<file path="config.mk">
export PLATFORM = sky130hd
export DESIGN_NAME = meal_insulin_delivery_metering
export DESIGN_NICKNAME = d
export VERILOG_FILES = /design/src/rtl/core/mdm_pkg.sv /design/src/rtl/core/mdm_csr.sv /design/src/rtl/core/mdm_serial_mul.sv /design/src/rtl/core/mdm_serial_div.sv /design/src/rtl/core/meal_insulin_delivery_metering.sv
export SDC_FILE = /design/constraint.sdc
export NUM_CORES = 2
export LEC_CHECK = 0
export ABC_AREA = 0
export BUFFER_PORTS_ARGS = -buffer_cell sky130_fd_sc_hd__buf_4
export CAP_MARGIN = 40
export CORE_AREA = 5 5 353 355
export CTS_CLUSTER_DIAMETER = 100
export DETAILED_ROUTE_END_ITERATION = 16
export DIE_AREA = 0 0 358 360
export PLACE_DENSITY = 0.64
export RECOVER_POWER = 25
export SLEW_MARGIN = 15
export SYNTH_ARGS = -nofsm -noshare
export SYNTH_HDL_FRONTEND = slang
export SYNTH_SLANG_ARGS = --single-unit
export TNS_END_PERCENT = 30
</file>
<file path="constraint.sdc">
create_clock -name clock -period 27.7 [get_ports clock]
set_clock_uncertainty 0.2 [all_clocks]
set_input_delay 8.31 -clock clock [delete_from_list [all_inputs] [get_ports clock]]
set_output_delay 8.31 -clock clock [all_outputs]
set_load 0.01 [all_outputs]
</file>
<file path="src/rtl/core/mdm_pkg.sv">
package mdm_pkg;

   localparam logic [31:0] QMAX = 32'hFFFF_FFFF;

   localparam int unsigned STEPS = 32;
   localparam int unsigned CNT_W = $clog2(STEPS);

   localparam logic [31:0] INTAKE_CAP_RESET = 32'd327680;
   localparam logic [15:0] CLEAR_THRESHOLD_RESET = 16'd66;

   localparam logic REG_INTAKE_CAP = 1'b0;
   localparam logic REG_CLEAR_THRESHOLD = 1'b1;

   typedef struct packed {
      logic [31:0] intake_cap;
      logic [15:0] clear_threshold;
   } mdm_cfg_type;

   typedef struct packed {
      logic        busy;
      logic        done;
      logic [31:0] result;
   } mdm_unit_rsp_type;

endpackage

</file>
<file path="src/rtl/core/mdm_csr.sv">
module mdm_csr
   import mdm_pkg::*;
(
   input  logic        clock,
   input  logic        reset,
   input  logic        csr_psel,
   input  logic        csr_penable,
   input  logic        csr_pwrite,
   input  logic [2:0]  csr_paddr,
   input  logic [31:0] csr_pwdata,
   output logic [31:0] csr_prdata,
   output logic        csr_pready,
   output mdm_cfg_type cfg
);

   logic [31:0] intake_cap_ff;
   logic [31:0] intake_cap_in;
   logic [15:0] threshold_ff;
   logic [15:0] threshold_in;
   logic        write_en;
   logic        reg_index;

   assign csr_pready = 1'b1;
   assign write_en   = csr_psel && csr_penable && csr_pwrite;
   assign reg_index  = csr_paddr[2];

   always_comb begin
      intake_cap_in = intake_cap_ff;
      threshold_in  = threshold_ff;
      if (write_en) begin
         case (reg_index)
            REG_INTAKE_CAP:      intake_cap_in = csr_pwdata;
            REG_CLEAR_THRESHOLD: threshold_in  = csr_pwdata[15:0];
            default:             intake_cap_in = intake_cap_ff;
         endcase
      end
   end

   always_comb begin
      case (reg_index)
         REG_INTAKE_CAP:      csr_prdata = intake_cap_ff;
         REG_CLEAR_THRESHOLD: csr_prdata = {16'h0000, threshold_ff};
         default:             csr_prdata = 32'h0000_0000;
      endcase
   end

   always_ff @(posedge clock) begin
      if (reset) begin
         intake_cap_ff <= INTAKE_CAP_RESET;
         threshold_ff  <= CLEAR_THRESHOLD_RESET;
      end else begin
         intake_cap_ff <= intake_cap_in;
         threshold_ff  <= threshold_in;
      end
   end

   assign cfg.intake_cap      = intake_cap_ff;
   assign cfg.clear_threshold = threshold_ff;

endmodule

</file>
<file path="src/rtl/core/mdm_serial_mul.sv">
module mdm_serial_mul
   import mdm_pkg::*;
(
   input  logic             clock,
   input  logic             reset,
   input  logic             start,
   input  logic [31:0]      op_a,
   input  logic [31:0]      op_b,
   output mdm_unit_rsp_type rsp
);

   logic             busy_ff;
   logic             busy_in;
   logic             done_ff;
   logic             done_in;
   logic [CNT_W-1:0] cnt_ff;
   logic [CNT_W-1:0] cnt_in;
   logic [31:0]      a_ff;
   logic [31:0]      a_in;
   logic [31:0]      b_ff;
   logic [31:0]      b_in;
   logic [63:0]      acc_ff;
   logic [63:0]      acc_in;
   logic [32:0]      part_sum;

   assign part_sum = {1'b0, acc_ff[63:32]} + (b_ff[0] ? {1'b0, a_ff} : 33'd0);

   always_comb begin
      busy_in = busy_ff;
      done_in = 1'b0;
      cnt_in  = cnt_ff;
      a_in    = a_ff;
      b_in    = b_ff;
      acc_in  = acc_ff;
      if (start) begin
         busy_in = 1'b1;
         cnt_in  = '0;
         a_in    = op_a;
         b_in    = op_b;
         acc_in  = 64'd0;
      end else if (busy_ff) begin
         // add one multiplier bit, shift the product right
         acc_in = {part_sum, acc_ff[31:1]};
         b_in   = {1'b0, b_ff[31:1]};
         cnt_in = cnt_ff + 1'b1;
         if (cnt_ff == CNT_W'(STEPS - 1)) begin
            busy_in = 1'b0;
            done_in = 1'b1;
         end
      end
   end

   always_ff @(posedge clock) begin
      if (reset) begin
         busy_ff <= 1'b0;
         done_ff <= 1'b0;
         cnt_ff  <= '0;
      end else begin
         busy_ff <= busy_in;
         done_ff <= done_in;
         cnt_ff  <= cnt_in;
      end
   end

   always_ff @(posedge clock) begin
      a_ff   <= a_in;
      b_ff   <= b_in;
      acc_ff <= acc_in;
   end

   assign rsp.busy   = busy_ff;
   assign rsp.done   = done_ff;
   assign rsp.result = (acc_ff[63:48] != 16'h0000) ? QMAX : acc_ff[47:16];

endmodule

</file>
<file path="src/rtl/core/mdm_serial_div.sv">
module mdm_serial_div
   import mdm_pkg::*;
(
   input  logic             clock,
   input  logic             reset,
   input  logic             start,
   input  logic [31:0]      op_a,
   input  logic [31:0]      op_b,
   output mdm_unit_rsp_type rsp
);

   logic             busy_ff;
   logic             busy_in;
   logic             done_ff;
   logic             done_in;
   logic [CNT_W-1:0] cnt_ff;
   logic [CNT_W-1:0] cnt_in;
   logic [31:0]      b_ff;
   logic [31:0]      b_in;
   logic [31:0]      rem_ff;
   logic [31:0]      rem_in;
   logic [31:0]      shift_ff;
   logic [31:0]      shift_in;
   logic [31:0]      q_ff;
   logic [31:0]      q_in;
   logic             sat_ff;
   logic             sat_in;
   logic [32:0]      trial;
   logic             fits;
   logic             sat_start;

   assign trial     = {rem_ff, shift_ff[31]};
   assign fits      = trial >= {1'b0, b_ff};
   // quotient of (a << 16) / b overflows 32 bits exactly when a >= b << 16
   assign sat_start = (op_b[31:16] == 16'h0000) && (op_a >= {op_b[15:0], 16'h0000});

   always_comb begin
      busy_in  = busy_ff;
      done_in  = 1'b0;
      cnt_in   = cnt_ff;
      b_in     = b_ff;
      rem_in   = rem_ff;
      shift_in = shift_ff;
      q_in     = q_ff;
      sat_in   = sat_ff;
      if (start) begin
         busy_in  = 1'b1;
         cnt_in   = '0;
         b_in     = op_b;
         rem_in   = {16'h0000, op_a[31:16]};
         shift_in = {op_a[15:0], 16'h0000};
         q_in     = 32'd0;
         sat_in   = sat_start;
      end else if (busy_ff) begin
         rem_in   = fits ? 32'(trial - {1'b0, b_ff}) : trial[31:0];
         q_in     = {q_ff[30:0], fits};
         shift_in = {shift_ff[30:0], 1'b0};
         cnt_in   = cnt_ff + 1'b1;
         if (cnt_ff == CNT_W'(STEPS - 1)) begin
            busy_in = 1'b0;
            done_in = 1'b1;
         end
      end
   end

   always_ff @(posedge clock) begin
      if (reset) begin
         busy_ff <= 1'b0;
         done_ff <= 1'b0;
         cnt_ff  <= '0;
      end else begin
         busy_ff <= busy_in;
         done_ff <= done_in;
         cnt_ff  <= cnt_in;
      end
   end

   always_ff @(posedge clock) begin
      b_ff     <= b_in;
      rem_ff   <= rem_in;
      shift_ff <= shift_in;
      q_ff     <= q_in;
      sat_ff   <= sat_in;
   end

   assign rsp.busy   = busy_ff;
   assign rsp.done   = done_ff;
   assign rsp.result = sat_ff ? QMAX : q_ff;

endmodule

</file>
<file path="src/rtl/core/meal_insulin_delivery_metering.sv">
// Each transaction runs five serial operations (two on the bit-serial multiplier,
// three on the bit-serial divider), then updates the state and the output; no new
// request is taken before that, and the update waits while the last response is stalled.
// Reset: synchronous, active high; clears the metering state and reloads the registers.
module meal_insulin_delivery_metering
   import mdm_pkg::*;
(
   input  logic        clock,
   input  logic        reset,
   input  logic        req_valid,
   output logic        req_stall,
   input  logic [31:0] req_new_carbs,
   input  logic [31:0] req_requested_insulin_rate,
   input  logic [31:0] req_step_length,
   input  logic [31:0] req_stomach_solid,
   input  logic [31:0] req_stomach_liquid,
   output logic        rsp_valid,
   input  logic        rsp_stall,
   output logic [31:0] rsp_carb_rate,
   output logic [31:0] rsp_insulin_rate,
   output logic [31:0] rsp_meal_dose,
   output logic [31:0] rsp_store_at_meal_start,
   output logic        rsp_eating,
   input  logic        csr_psel,
   input  logic        csr_penable,
   input  logic        csr_pwrite,
   input  logic [2:0]  csr_paddr,
   input  logic [31:0] csr_pwdata,
   output logic [31:0] csr_prdata,
   output logic        csr_pready
);

   localparam logic [2:0] S_IDLE     = 3'd0;
   localparam logic [2:0] S_MUL_DUE  = 3'd1;
   localparam logic [2:0] S_DIV_INS  = 3'd2;
   localparam logic [2:0] S_DIV_PEND = 3'd3;
   localparam logic [2:0] S_DIV_NEW  = 3'd4;
   localparam logic [2:0] S_MUL_EAT  = 3'd5;
   localparam logic [2:0] S_FINISH   = 3'd6;

   mdm_cfg_type      cfg;
   mdm_unit_rsp_type mul_rsp;
   mdm_unit_rsp_type div_rsp;

   logic [2:0]  state_ff;
   logic [2:0]  state_in;
   logic        go_ff;
   logic        go_in;
   logic        rsp_valid_ff;
   logic        rsp_valid_in;
   logic [31:0] carb_out_ff;
   logic [31:0] carb_out_in;

   logic [31:0] carbs_ff;
   logic [31:0] carbs_in;
   logic [31:0] dt_ff;
   logic [31:0] dt_in;
   logic [31:0] solid_ff;
   logic [31:0] solid_in;
   logic [31:0] liquid_ff;
   logic [31:0] liquid_in;
   logic [31:0] rate_sel_ff;
   logic [31:0] rate_sel_in;
   logic [31:0] total_ff;
   logic [31:0] total_in;
   logic [31:0] due_ff;
   logic [31:0] due_in;
   logic [31:0] ins_q_ff;
   logic [31:0] ins_q_in;
   logic [31:0] pend_rate_ff;
   logic [31:0] pend_rate_in;
   logic [31:0] cr_ff;
   logic [31:0] cr_in;
   logic [31:0] eaten_ff;
   logic [31:0] eaten_in;

   logic [31:0] backlog_ff;
   logic [31:0] backlog_in;
   logic [31:0] prev_rate_ff;
   logic [31:0] prev_rate_in;
   logic [31:0] pending_ff;
   logic [31:0] pending_in;
   logic [31:0] meal_total_ff;
   logic [31:0] meal_total_in;
   logic [31:0] meal_start_ff;
   logic [31:0] meal_start_in;
   logic        eating_ff;
   logic        eating_in;

   logic        mul_start;
   logic [31:0] mul_a;
   logic        div_start;
   logic [31:0] div_a;
   logic        finish_ok;
   logic [32:0] total_sum;
   logic        div_taken;
   logic [31:0] rest;
   logic [32:0] carb_sum;
   logic [32:0] carb_left;
   logic [32:0] meal_sum;
   logic [32:0] store_sum;
   logic [31:0] cr_next;
   logic [31:0] new_rate;

   mdm_csr u_csr (
      .clock       (clock),
      .reset       (reset),
      .csr_psel    (csr_psel),
      .csr_penable (csr_penable),
      .csr_pwrite  (csr_pwrite),
      .csr_paddr   (csr_paddr),
      .csr_pwdata  (csr_pwdata),
      .csr_prdata  (csr_prdata),
      .csr_pready  (csr_pready),
      .cfg         (cfg)
   );

   assign mul_start = go_ff && ((state_ff == S_MUL_DUE) || (state_ff == S_MUL_EAT));
   assign mul_a     = (state_ff == S_MUL_EAT) ? cr_ff : rate_sel_ff;

   mdm_serial_mul u_mul (
      .clock (clock),
      .reset (reset),
      .start (mul_start),
      .op_a  (mul_a),
      .op_b  (dt_ff),
      .rsp   (mul_rsp)
   );

   assign div_start = go_ff && ((state_ff == S_DIV_INS) || (state_ff == S_DIV_PEND) ||
                                (state_ff == S_DIV_NEW));

   always_comb begin
      case (state_ff)
         S_DIV_INS:  div_a = total_ff;
         S_DIV_PEND: div_a = pending_ff;
         default:    div_a = carbs_ff;
      endcase
   end

   mdm_serial_div u_div (
      .clock (clock),
      .reset (reset),
      .start (div_start),
      .op_a  (div_a),
      .op_b  (dt_ff),
      .rsp   (div_rsp)
   );

   assign req_stall = (state_ff != S_IDLE);
   assign finish_ok = (state_ff == S_FINISH) && (!rsp_valid_ff || !rsp_stall);

   assign total_sum = {1'b0, backlog_ff} + {1'b0, req_requested_insulin_rate};
   assign div_taken = (dt_ff != 32'd0) && (total_ff < due_ff);
   assign rest      = (total_ff >= due_ff) ? (total_ff - due_ff) : 32'd0;
   assign carb_sum  = {1'b0, carbs_ff} + {1'b0, pending_ff};
   assign carb_left = (carb_sum >= {1'b0, eaten_ff}) ? (carb_sum - {1'b0, eaten_ff}) : 33'd0;
   assign meal_sum  = {1'b0, meal_total_ff} + {1'b0, eaten_ff};
   assign store_sum = {1'b0, solid_ff} + {1'b0, liquid_ff};
   assign new_rate  = div_rsp.result;

   always_comb begin
      if (dt_ff == 32'd0) begin
         cr_next = 32'd0;
      end else if ((pend_rate_ff >= cfg.intake_cap) ||
                   ((new_rate >= cfg.intake_cap) && (pending_ff == 32'd0))) begin
         cr_next = cfg.intake_cap;
      end else if ((carbs_ff != 32'd0) && (pending_ff == 32'd0)) begin
         cr_next = new_rate;
      end else begin
         cr_next = pend_rate_ff;
      end
   end

   always_comb begin
      state_in      = state_ff;
      go_in         = 1'b0;
      rsp_valid_in  = rsp_valid_ff;
      carb_out_in   = carb_out_ff;
      carbs_in      = carbs_ff;
      dt_in         = dt_ff;
      solid_in      = solid_ff;
      liquid_in     = liquid_ff;
      rate_sel_in   = rate_sel_ff;
      total_in      = total_ff;
      due_in        = due_ff;
      ins_q_in      = ins_q_ff;
      pend_rate_in  = pend_rate_ff;
      cr_in         = cr_ff;
      eaten_in      = eaten_ff;
      backlog_in    = backlog_ff;
      prev_rate_in  = prev_rate_ff;
      pending_in    = pending_ff;
      meal_total_in = meal_total_ff;
      meal_start_in = meal_start_ff;
      eating_in     = eating_ff;

      if (rsp_valid_ff && !rsp_stall) begin
         rsp_valid_in = 1'b0;
      end

      case (state_ff)
         S_IDLE: begin
            if (req_valid) begin
               carbs_in  = req_new_carbs;
               dt_in     = req_step_length;
               solid_in  = req_stomach_solid;
               liquid_in = req_stomach_liquid;
               // hold the previous rate while a backlog remains and it exceeds the requested rate
               if ((backlog_ff != 32'd0) && (prev_rate_ff > req_requested_insulin_rate)) begin
                  rate_sel_in = prev_rate_ff;
               end else begin
                  rate_sel_in = req_requested_insulin_rate;
               end
               total_in = total_sum[32] ? QMAX : total_sum[31:0];
               state_in = S_MUL_DUE;
               go_in    = 1'b1;
            end
         end
         S_MUL_DUE: begin
            if (mul_rsp.done) begin
               due_in   = mul_rsp.result;
               state_in = S_DIV_INS;
               go_in    = 1'b1;
            end
         end
         S_DIV_INS: begin
            if (div_rsp.done) begin
               ins_q_in = div_rsp.result;
               state_in = S_DIV_PEND;
               go_in    = 1'b1;
            end
         end
         S_DIV_PEND: begin
            if (div_rsp.done) begin
               pend_rate_in = div_rsp.result;
               state_in     = S_DIV_NEW;
               go_in        = 1'b1;
            end
         end
         S_DIV_NEW: begin
            if (div_rsp.done) begin
               cr_in    = cr_next;
               state_in = S_MUL_EAT;
               go_in    = 1'b1;
            end
         end
         S_MUL_EAT: begin
            if (mul_rsp.done) begin
               eaten_in = mul_rsp.result;
               state_in = S_FINISH;
            end
         end
         S_FINISH: begin
            if (finish_ok) begin
               if (div_taken) begin
                  backlog_in   = 32'd0;
                  prev_rate_in = ins_q_ff;
               end else begin
                  backlog_in   = (rest < {16'h0000, cfg.clear_threshold}) ? 32'd0 : rest;
                  prev_rate_in = rate_sel_ff;
               end
               pending_in = carb_left[32] ? QMAX : carb_left[31:0];
               if (eating_ff) begin
                  meal_total_in = meal_sum[32] ? QMAX : meal_sum[31:0];
               end else if (cr_ff != 32'd0) begin
                  meal_total_in = eaten_ff;
               end
               if ((cr_ff != 32'd0) && !eating_ff) begin
                  eating_in     = 1'b1;
                  meal_start_in = store_sum[32] ? QMAX : store_sum[31:0];
               end else if ((cr_ff == 32'd0) && eating_ff) begin
                  eating_in = 1'b0;
               end
               carb_out_in  = cr_ff;
               rsp_valid_in = 1'b1;
               state_in     = S_IDLE;
            end
         end
         default: begin
            state_in = S_IDLE;
         end
      endcase
   end

   always_ff @(posedge clock) begin
      if (reset) begin
         state_ff      <= S_IDLE;
         go_ff         <= 1'b0;
         rsp_valid_ff  <= 1'b0;
         backlog_ff    <= 32'd0;
         prev_rate_ff  <= 32'd0;
         pending_ff    <= 32'd0;
         meal_total_ff <= 32'd0;
         meal_start_ff <= 32'd0;
         eating_ff     <= 1'b0;
      end else begin
         state_ff      <= state_in;
         go_ff         <= go_in;
         rsp_valid_ff  <= rsp_valid_in;
         backlog_ff    <= backlog_in;
         prev_rate_ff  <= prev_rate_in;
         pending_ff    <= pending_in;
         meal_total_ff <= meal_total_in;
         meal_start_ff <= meal_start_in;
         eating_ff     <= eating_in;
      end
   end

   always_ff @(posedge clock) begin
      carb_out_ff  <= carb_out_in;
      carbs_ff     <= carbs_in;
      dt_ff        <= dt_in;
      solid_ff     <= solid_in;
      liquid_ff    <= liquid_in;
      rate_sel_ff  <= rate_sel_in;
      total_ff     <= total_in;
      due_ff       <= due_in;
      ins_q_ff     <= ins_q_in;
      pend_rate_ff <= pend_rate_in;
      cr_ff        <= cr_in;
      eaten_ff     <= eaten_in;
   end

   assign rsp_valid               = rsp_valid_ff;
   assign rsp_carb_rate           = carb_out_ff;
   assign rsp_insulin_rate        = prev_rate_ff;
   assign rsp_meal_dose           = meal_total_ff;
   assign rsp_store_at_meal_start = meal_start_ff;
   assign rsp_eating              = eating_ff;

   // hold the finished step while the previous transaction still waits
   a_finish_holds: assert property (@(posedge clock) disable iff (reset)
      (state_ff == S_FINISH && rsp_valid_ff && rsp_stall) |=> (state_ff == S_FINISH))
      else $error("finished step left before the pending response was taken");

   a_units_exclusive: assert property (@(posedge clock) disable iff (reset)
      !(mul_rsp.busy && div_rsp.busy))
      else $error("multiplier and divider busy together");

   a_div_done_state: assert property (@(posedge clock) disable iff (reset)
      div_rsp.done |-> (state_ff == S_DIV_INS || state_ff == S_DIV_PEND ||
                        state_ff == S_DIV_NEW))
      else $error("divider finished outside a divide step");

   a_mul_done_state: assert property (@(posedge clock) disable iff (reset)
      mul_rsp.done |-> (state_ff == S_MUL_DUE || state_ff == S_MUL_EAT))
      else $error("multiplier finished outside a multiply step");

endmodule
</file>
==> metrics.md <==
| Metric | Value |
|---|---|
| Worst Reg2Reg Path Length in Cells | `24` |
| Final GP Congestion | `0.934` |
| Final WL | `146 mm` |
| Ys flop type | `edfxtp_1` |
| Setup crit end | `csr_prdata[0]` |
| DRT iter0 DRCs | `2730` |
| Seq pwr share | `a little over two fifths` |
| Final Util | `46.2%` |
| Setup violators final | `0` |
| Max Buffers Root-to-Sink | `3` |
| Mean post-synth cell area | `9.82 sq um` |
| Achievable frequency | `56.2 MHz` |
| Status | `finished, violations left` |
| Arr. time, crit path | `9270 ps` |
| Area grow syn2layout | `16.3%` |
| TritonCTS Buffers | `between 90 and 100` |
| Buffers on Ports | `362` |
| DIE WIDTH | `between 300 and 400 microns` |
| Clock Power Share | `between 30 and 40%` |
| Detail Placement HPWL | `roughly 110 mm` |
| Worst r2r src | `total_ff[17]` |
| Wirelength per Cell | `21.0 microns` |
| Clock sink total | `837` |
| Clock Pin Slew Worst Setup and Hold Paths | `60 ps` |
| Reg-to-reg slack, setup | `19870 ps` |
| Share of layout cells above drive strength 1 | `roughly 14%` |
| Placed Cells | `6739` |
| Antenna Nets Post-Route | `0` |
| Sequential Area | `21900 sq um` |
| Sw Share | `29.5%` |
| Final Cycle Share | `approximately 64%` |
| Clock latency at the later pin of the worst-skew pair | `approximately 680 ps` |
| First drt pass iteration count | `8` |
| Post-synthesis cell type count | `83` |
| Fillers | `11576` |
| Sequential-to-total area share from yosys stat | `between 40% and 50%` |
| Hold_buf cts | `0` |
| Total track usage | `22.0%` |
| Initial Util | `39.7%` |
| Largest net degree at the start of global routing | `138` |
| Crit Path Max Fanout | `50` |
| Most frequent cells in the layout | `513 x edfxtp_1, 476 x nand2_1, 412 x a21oi_1, 397 x buf_4, 391 x nor2_1` |
| Root Buffer | `clkbuf_16` |
| Nets | `5810` |
| Hold Violations, Final | `0` |
| Vias in the first global route | `37420` |
| EDFF count, synth | `513` |
| Ports | `366` |
| DIE AREA | `129000 sq um` |
| RR Endpoint | `backlog_ff[13]` |
| Post-Synthesis Cell Area | `48100 sq um` |
| P_leak | `22.9 nW` |
| CP max stage delay | `410 ps` |
| Die Y | `360 microns` |
| Worst EP required | `around 19000 ps` |
| H-tree depth | `3` |
| TritonCTS clock tree | `done` |
| Critical path class | `input pin to primary output` |
| Worst-Margin Slew | `2900 ps` |
| Detail-routed via count per cell | `5.53` |
| Critical Path, Cell by Cell | `buf_4, mux2_2, buf_4` |
| Cells after Synth | `4896` |
| CP bufs+invs | `2` |
| Mapped Nets | `around 5500` |
| Syn. warnings | `0` |
| Post-CTS setup buffer count | `0` |
| CTS resizes | `0` |
| Worst Hold Slack | `253 ps` |
| Int Power | `0.00249 W` |
| Routed via count | `38289` |
| Rows | `128` |
| Post-route DRC violation count | `0` |
| Commonest non-fill, non-tap cell in the layout | `edfxtp_1` |
| Unrepaired setup endpoints after global routing | `no` |
| Largest register FFs | `48` |
| First-pass GRT wire length | `approximately 220 mm` |
| Gr ovfl total | `0` |
| Failing checks | `capacitance limit, slew limit` |
| Crit path from | `csr_paddr[2]` |
| Crit. End Element | `primary output` |
| Area of the multi-input gates | `24400 sq um` |
| Core Footprint | `about 120000 sq um` |
| P_sw | `0.00104 W` |
| Hold WC Path Type | `flop to flop` |
| Max Cap Viol | `6` |
| Fin. max-slew vios | `~230` |
| Crit-path slowest cell | `buf_4` |
| Tmin final | `17780 ps` |
| Async SR Flop Fraction | `0%` |
| Finished Layout Cells | `6923` |
| Flops & latches, synth | `837` |
| Crit path depth | `3` |
| Max transition margin | `-93.6%` |
| Worst path top cell family by delay | `buffers and inverters` |
| Crit-path most repeated cell | `buf_4` |
| Final TNS setup | `0 ps` |
| Antenna violations before repair | `6` |
| Crit start category | `input pin` |
| Pwr dens | `approximately 63 nW/um^2` |
| Largest Register | `u_mul.acc_ff` |
| Logic pwr share | `20.4%` |
| Max VDD drop | `approximately 46 uV` |
[through the flow]
stage	worst slack, ps	total power (W)	instance area [sq um]
4_1_cts	9900	0.00355	56000
2_1_floorplan	10130	0.00203	48100
3_5_place_dp	9910	0.00224	52700
6_report	9920	0.00353	55900
5_1_grt	9860	0.00371	55900
3_3_place_gp	9940	0.00222	52500
[layout make-up]
class	count	share of cell area, %
Clock inverter	46	0.882
Antenna cell	4	0.0179
Multi-Input combinational cell	3576	43.7
Inverter	284	1.91
Tap cell	1625	3.64
Clock buffer	134	4.93
Timing Repair Buffer	417	5.75
Sequential cell	837	39.2
[worst min path at each step]
stage                            startpoint                      end  cells past startpoint  slack, ps
detailed placement   u_csr.intake_cap_ff[3]   u_csr.intake_cap_ff[3]                      2        250
floorplan           u_csr.intake_cap_ff[10]  u_csr.intake_cap_ff[10]                      2        240
CTS                  u_csr.intake_cap_ff[3]   u_csr.intake_cap_ff[3]                      2        250
global route         u_csr.intake_cap_ff[3]   u_csr.intake_cap_ff[3]                      2        270
finish               u_csr.intake_cap_ff[3]   u_csr.intake_cap_ff[3]                      2        250
global placement    u_csr.intake_cap_ff[10]  u_csr.intake_cap_ff[10]                      2        240
[per-layer routing]
metal	track usage, %	wire length [microns]	up-vias
met5	0	13	-
met3	3.13	7760	211
met1	29.3	64800	18353
li1	-	-	18646
met2	36.7	68500	1077
met4	7.26	4640	2
[power by group through the flow]
| stage | registers (W) | clock network [W] | logic [W] |
|---|---|---|---|
| floorplan | 0.00151 | 0 | 0.000527 |
| global placement | 0.00153 | 0 | 0.000690 |
| detailed placement | 0.00153 | 0 | 0.000711 |
| CTS | 0.00151 | 0.00133 | 0.000716 |
| global route | 0.00152 | 0.00138 | 0.000808 |
| finish | 0.00151 | 0.00130 | 0.000721 |
[cells by family after synthesis]
group / Yosys count / share of synthesized area, %
buffers and inverters: 483 / 3.82
AOI/OAI and AO/OA: 1303 / 17.4
other: 1 / 0.00780
DFF: 837 / 45.5
muxes: 242 / 5.22
and+or+nand+nor: 1438 / 14.0
adders and majority gates: 397 / 10.5
xor gates and xnor gates: 195 / 3.55
[synthesized netlist by cell type, drive strengths merged (32+ instances only)]
library cell,n,area share (%)
nand3,67,0.70
nand4,68,0.89
a31oi,41,0.53
xor2,75,1.4
a211oi,100,1.6
mux2i,172,3.6
nor2b,40,0.52
o21ai,257,2.7
o22a,32,0.58
a21oi,413,4.3
o21a,47,0.73
nand2,477,3.7
clkbuf,178,1.4
a21o,135,2.1
nor2,396,3.1
nand2b,51,0.66
o21bai,36,0.56
ha,389,10
or2,75,0.98
dfxtp,324,13
inv,283,2.2
mux2,70,1.6
xnor2,120,2.2
nor3,86,0.90
nor4,57,0.77
and2,51,0.66
edfxtp,513,32
[worst reg2reg max path, cell delays in order, from the launching register on]
cell and delay, ps:
edfxtp_1 510, ha_1 440, a21oi_1 370, o21ai_0 280
a211oi_1 420, o31a_1 250, nor2_1 80, a211oi_1 640
o31ai_2 150, buf_4 250, inv_1 270, nor2_1 140
ha_1 200, a2111oi_0 330, o21ai_0 170, a31o_2 280
a221oi_1 720, a21oi_1 210, a211oi_1 310, nand2_1 90
nor4_1 240, or4b_4 510, nor4_4 310, buf_6 220
o21ai_0 120
No activity file was read; power rests on OpenSTA's default activity.
